File: src/hw/rtl/blinn_phong_light_terms_defines.svh
// assertion macros for the shading pipeline
`ifndef BLINN_PHONG_LIGHT_TERMS_DEFINES_SVH
`define BLINN_PHONG_LIGHT_TERMS_DEFINES_SVH
`ifndef SYNTH
`define BPLT_CHECK(lbl, prop) lbl: assert property (@(posedge clk) disable iff (!arst_n) \
	prop) else $error("bplt check failed");
`define BPLT_NEVER(lbl, expr) lbl: assert property (@(posedge clk) disable iff (!arst_n) \
	!(expr)) else $error("bplt forbidden condition");
`else
`define BPLT_CHECK(lbl, prop)
`define BPLT_NEVER(lbl, expr)
`endif
`endif

File: src/hw/rtl/bplt_pkg.sv
package bplt_pkg;
	localparam int RAD_W  = 54;
	localparam int ROOT_W = 27;
	localparam int NUM_W  = 60;
	localparam int QUO_W  = 32;
	localparam int Q30_W  = 32;
	localparam logic [Q30_W-1:0] Q30_ONE = 32'h4000_0000;
	localparam logic [Q30_W-1:0] Q30_CAP = 32'h8000_0000;
	localparam logic [15:0] Q15_ONE = 16'h8000;

	// round half up to q2.30 and cap at 2.0
	function automatic logic [Q30_W-1:0] round_cap_q30(input logic [63:0] p);
		logic [34:0] r;
		r = {1'b0, p[63:30]} + 35'(p[29]);
		return (r > 35'(Q30_CAP)) ? Q30_CAP : r[Q30_W-1:0];
	endfunction
endpackage

File: src/hw/rtl/bplt_isqrt.sv
module bplt_isqrt
	import bplt_pkg::*;
#(
	parameter int SIDE_W = 8
) (
	input  logic              clk,
	input  logic              arst_n,
	input  logic              en,
	input  logic              in_valid,
	input  logic [RAD_W-1:0]  in_radicand,
	input  logic [SIDE_W-1:0] in_side,
	output logic              out_valid,
	output logic [ROOT_W-1:0] out_root,
	output logic [SIDE_W-1:0] out_side
);
	localparam int N = ROOT_W;

	logic              vld_s  [0:N];
	logic [RAD_W-1:0]  rad_s  [0:N];
	logic [29:0]       rem_s  [0:N];
	logic [ROOT_W-1:0] root_s [0:N];
	logic [SIDE_W-1:0] side_s [0:N];

	assign vld_s[0]  = in_valid;
	assign rad_s[0]  = in_radicand;
	assign rem_s[0]  = '0;
	assign root_s[0] = '0;
	assign side_s[0] = in_side;

	// one result bit per stage, two radicand bits consumed each time
	for (genvar i = 0; i < N; i++) begin : g_step
		logic [29:0] rem_try;
		logic [29:0] trial;
		logic        take;

		always_comb begin
			rem_try = {rem_s[i][27:0], rad_s[i][2*(N-1-i) +: 2]};
			trial   = {1'b0, root_s[i], 2'b01};
			take    = (rem_try >= trial);
		end

		always_ff @(posedge clk or negedge arst_n) begin
			if (!arst_n) begin
				vld_s[i+1] <= 1'b0;
			end else if (en) begin
				vld_s[i+1] <= vld_s[i];
			end
		end

		always_ff @(posedge clk) begin
			if (en) begin
				rad_s[i+1]  <= rad_s[i];
				side_s[i+1] <= side_s[i];
				rem_s[i+1]  <= take ? (rem_try - trial) : rem_try;
				root_s[i+1] <= {root_s[i][ROOT_W-2:0], take};
			end
		end
	end

	assign out_valid = vld_s[N];
	assign out_root  = root_s[N];
	assign out_side  = side_s[N];
endmodule

File: config.mk
export PLATFORM = sky130hd
export DESIGN_NAME = bplt_isqrt
export DESIGN_NICKNAME = d
export VERILOG_FILES = /design/src/hw/rtl/blinn_phong_light_terms_defines.svh /design/src/hw/rtl/bplt_pkg.sv /design/src/hw/rtl/bplt_isqrt.sv
export SDC_FILE = /design/constraint.sdc
export NUM_CORES = 2
export LEC_CHECK = 0
export BUFFER_PORTS_ARGS = -buffer_cell sky130_fd_sc_hd__buf_4
export CAP_MARGIN = 15
export CORE_ASPECT_RATIO = 1.75
export CORE_MARGIN = 4
export CORE_UTILIZATION = 45
export CTS_CLUSTER_DIAMETER = 80
export DETAILED_ROUTE_END_ITERATION = 7
export PLACE_DENSITY = 0.71
export SLEW_MARGIN = 20
export SYNTH_ARGS = -nofsm -noshare
export SYNTH_HDL_FRONTEND = slang
export SYNTH_SLANG_ARGS = --single-unit
File: constraint.sdc
create_clock -name clk -period 9.6 [get_ports clk]
set_clock_uncertainty 0.1 [all_clocks]
set_input_delay 1.44 -clock clk [delete_from_list [all_inputs] [get_ports clk]]
set_output_delay 1.44 -clock clk [all_outputs]
set_load 0.01 [all_outputs]
Word-level counts from Yosys, hierarchy flattened
Cells that the tools add are included.
{"block": "op_classes", "n_mux": 26, "n_lt_le_gt_ge": 27, "n_addsub": 26}
{"operator": "28-bit two-way mux", "count": 25}
{"operator": "30-bit by 10-bit greater-or-equal comparator with 1-bit output", "count": 1}
{"operator": "30-bit by 11-bit greater-or-equal comparator with 1-bit output", "count": 1}
{"operator": "30-bit by 12-bit greater-or-equal comparator with 1-bit output", "count": 1}
{"operator": "30-bit by 13-bit greater-or-equal comparator with 1-bit output", "count": 1}
{"operator": "30-bit by 14-bit greater-or-equal comparator with 1-bit output", "count": 1}
{"operator": "30-bit by 15-bit greater-or-equal comparator with 1-bit output", "count": 1}
{"operator": "30-bit by 16-bit greater-or-equal comparator with 1-bit output", "count": 1}
{"operator": "30-bit by 17-bit greater-or-equal comparator with 1-bit output", "count": 1}
{"operator": "30-bit by 18-bit greater-or-equal comparator with 1-bit output", "count": 1}
{"operator": "30-bit by 19-bit greater-or-equal comparator with 1-bit output", "count": 1}
{"operator": "30-bit by 20-bit greater-or-equal comparator with 1-bit output", "count": 1}
{"operator": "30-bit by 21-bit greater-or-equal comparator with 1-bit output", "count": 1}
{"operator": "30-bit by 22-bit greater-or-equal comparator with 1-bit output", "count": 1}
{"operator": "30-bit by 23-bit greater-or-equal comparator with 1-bit output", "count": 1}
{"operator": "30-bit by 24-bit greater-or-equal comparator with 1-bit output", "count": 1}
{"operator": "30-bit by 25-bit greater-or-equal comparator with 1-bit output", "count": 1}
{"operator": "30-bit by 26-bit greater-or-equal comparator with 1-bit output", "count": 1}
{"operator": "30-bit by 27-bit greater-or-equal comparator with 1-bit output", "count": 1}
{"operator": "30-bit by 28-bit greater-or-equal comparator with 1-bit output", "count": 1}
{"operator": "30-bit by 3-bit greater-or-equal comparator with 1-bit output", "count": 1}
{"operator": "30-bit by 4-bit greater-or-equal comparator with 1-bit output", "count": 1}
{"operator": "30-bit by 5-bit greater-or-equal comparator with 1-bit output", "count": 1}
{"operator": "30-bit by 6-bit greater-or-equal comparator with 1-bit output", "count": 1}
{"operator": "other kinds (31)", "count": 31}
{"block": "totals", "inputBits": 66, "output_inout_bits": 36, "elab_cells": 213, "register_bits": 2026}

Longest topological paths before layout
{"block": "depth", "depth_word": 2, "depth_mapped": 15, "mapped_depth_nobuf": 13}

Worst setup path after synthesis
OpenSTA, ideal clock, no wires.
{"block": "synth_timing", "path_type": "reg2reg", "from": "register rem_s (netlist bit g_step[21].rem_try[2])", "to": "register rem_s (netlist bit g_step[22].rem_try[23]) (data pin)", "slack_ns": 6.092, "synth_period_minus_slack_ns": 3.508, "setup_ns": 0.262, "stages_incl_launch_ff": 11, "arrival_ns": 3.145, "cell_sequence": "edfxtp_1 ha_1 nor2b_1 o311a_1 o311a_1 o31ai_1 a211oi_1 a221oi_1 o211ai_2 buf_2 mux2_1"}
{"block": "synth_via", "elab_chain_len": 2, "word_cells_on_any_way": 3, "classes_between": "1 x add/sub; 1 x order compare; 1 x mux"}
{"item": "from (decl)", "line": "bplt_isqrt.sv:20", "text": "logic [29:0] rem_s [0:N];"}
{"item": "from (signal, indexed assignment)", "line": "bplt_isqrt.sv:54", "text": "rem_s[i+1] <= take ? (rem_try - trial) : rem_try;"}
{"item": "28-bit by 23-bit subtractor with 28-bit output or 30-bit by 23-bit greater-or-equal comparator with 1-bit output (tied branches)", "line": "bplt_isqrt.sv:54, bplt_isqrt.sv:39"}
{"item": "28-bit two-way mux (*)", "line": "bplt_isqrt.sv:54"}
Mark *: on every way between the ends. The rest lies on a longest branch, timed or not.
A chain may end at the register's enable or synchronous reset.

Final worst setup path
Same ends and word-level chain as after synthesis.

==> reports/qor.csv <==
metric,value,unit
post-cts-setup-buffers,0,
cts.sinks,2013,
avgSynthCellArea,13.7,µm²
io_pins,102,
grt_pass1_wl,264000,µm
die_w,344,µm
p_per_area,232,nW/µm²
fillCellCount,16100,
ant_nets,0,
area_growth,11.4,%
insertion_delay,850,ps
rsz0062_at_grt,false,
fp-row-count,215,
dpl.cell_count,9116,
ys_ff_latch,2013,
async_reset_ff_share,1.34,%
cts_resized,0,
initial_utilization,45.3,%
grt.overflow.total,0,
min_path_type,register to register,
worst_pin_slew,1040,ps
final_cell_mix,"edfxtp_1 (1986), inv_1 (503), nand2_1 (420)",
netlist_area,88900,µm²
synthesis.nets,6953,
final_layout_size_suffix_gt1_share,7.86,%
total_power,23000,µW
start_kind,register,
postCtsHoldBufs,0,
drt_pass1_iterations,6,
syn_inst,6480,
synth_seq_area_share,67.9,%
cts_buffer_depth,4,
clockRootBuffer,clkbuf_16,
hold_viol,0,
outcome,completed,
worstSetupPathType,register to register,
antenna_found_initial,2,
synth_flop_cell,edfxtp_1,
drt-vias-per-instance,5.32,
yosysWarnings,0,
route.detailed.drc,0,
drt_iter0_drc,2552,
synth.distinct_cells,92,
tritoncts,done,
layout_commonest_cell,edfxtp_1,
peakVddDrop,0.215,mV
htreeDepth,4,
fin_crit_sh,47.2,%
fin_crit,4540,ps
cp.required,10030,ps
clk_pin_slew,60,ps
max_freq,220,MHz
crit_fanout,37,
wl_per_cell,18.1,µm
setup_tns,0,ps
final_nets,7178,
dieHeight,596,µm
coreArea,196000,µm²
num_vias,50300,
portBuffers,101,
gp_congestion,0.975,
crit_arrival,4960,ps
fp.dieArea,205000,µm²
report.final.setup_viol,0,
final_cells,9449,
dp_hpwl,123000,µm
grt_max_degree,193,
slew_headroom,30.3,%
drv_cap,0,
finalWirelength,171000,µm
cts_buffers,189,
grt_pass1_vias,52900,
report.final.slew_viol_count,0,
p_leak,0.0375,µW
crit_path_end_kind,register,
grtUsageTotal,16.3,%
synth_edf_count,1986,
-- routing by layer --
metal	global-route usage, %	routed length (µm)	vias to the layer above
li1	-	-	24300
met1	12.1	48500	24300
met2	34.4	101000	1073
met3	2.29	5140	641
met4	13.4	16000	0
met5	0	0	-
-- power breakdown --
| group | leakage, µW | total [µW] | internal, µW | switching, µW |
|---|---|---|---|---|
| Combinational | 0.0151 | 4000 | 1670 | 2330 |
| Clock | 0.00293 | 7360 | 4230 | 3140 |
| Sequential | 0.0194 | 11600 | 11000 | 606 |
| Total | 0.0375 | 23000 | 16900 | 6070 |
-- worst max-delay path: stages (launching register included) --
cell and delay (ps):
edfxtp_1 390, ha_1 360, nor2b_1 170, o311a_1 330, o311a_1 420, o31ai_1 600
a211oi_1 280, a221oi_1 660, o211ai_4 450, mux2_1 450
-- logic make-up after synthesis --
| logic type | Yosys count | share of synthesized area (%) |
|---|---|---|
| flops | 2013 | 67.9 |
| simple gates | 1611 | 8.98 |
| compound gates | 1167 | 7.99 |
| buf+inv | 622 | 2.68 |
| xor+xnor | 568 | 5.60 |
| fa+ha+maj | 407 | 5.73 |
| mux | 91 | 1.14 |
| other cells | 1 | 0.00422 |
-- stage by stage --
stage	instance area (µm²)	utilization [%]	hold WS (ps)	setup slack, ps
after floorplan	88900	-	300	6090
after global placement	92900	47.4	300	5290
after detailed placement	92900	47.4	305	5220
after CTS	98900	50.5	242	5110
after global routing	99000	50.5	247	4880
final	99000	50.5	246	5060
-- path summary, 6_finish.rpt --
path	depth (start not counted)	from	end	slack (ps)
max	9	g_step[21].rem_try[2]	g_step[22].rem_try[23]	5060
min	0	rad_s[875]	rad_s[821]	250
max reg2reg	9	g_step[21].rem_try[2]	g_step[22].rem_try[23]	5060
min reg2reg	0	rad_s[875]	rad_s[821]	250
max in group asynchronous	1	arst_n	out_valid	8680
min in group asynchronous	1	arst_n	vld_s[6]	470
-- sequential cells by signal, indices dropped and copies added, names as in the netlist --
name and count:
g_step.rem_try 742, rad_s 650, g_step.trial 351, side_s 208
out_root 27, vld_s 26, out_side 8, out_valid 1
-- cell usage after synthesis, drive strengths merged, types with 25 or more instances --
| cell type | instances | area share (%) |
|---|---|---|
| nand2 | 422 | 1.8 |
| inv | 511 | 2.2 |
| nor2 | 379 | 1.6 |
| and3 | 26 | 0.18 |
| dfrtp | 27 | 0.76 |
| edfxtp | 1986 | 67 |
| nor4 | 82 | 0.58 |
| a21oi | 361 | 2.0 |
| o21a | 81 | 0.68 |
| ha | 407 | 5.7 |
| nand2b | 90 | 0.63 |
| xnor2 | 272 | 2.7 |
| a31oi | 30 | 0.21 |
| or2 | 35 | 0.25 |
| nand4 | 60 | 0.42 |
| clkbuf | 86 | 0.36 |
| or3 | 50 | 0.36 |
| buf | 25 | 0.16 |
| nor2b | 60 | 0.42 |
| nand3 | 97 | 0.55 |
| or4 | 34 | 0.30 |
| mux2 | 80 | 1.0 |
| xor2 | 296 | 2.9 |
| o21ai | 357 | 2.0 |
| o31ai | 32 | 0.27 |
| a21o | 128 | 1.1 |
| nor3 | 179 | 1.0 |
-- layout make-up --
type / instances / area (µm²) / share of cell area (%)
Tap cell: 2604 / 3260 / 3.29
Sequential cell: 2013 / 60300 / 60.9
Timing Repair Buffer: 145 / 1250 / 1.26
Antenna cell: 1 / 2.50 / 0.00253
Inverter: 511 / 1920 / 1.94
Clock buffer: 231 / 4950 / 5.00
Multi-Input combinational cell: 3845 / 26200 / 26.5
Clock inverter: 99 / 1060 / 1.07
No activity file was read; power rests on OpenSTA's default activity.
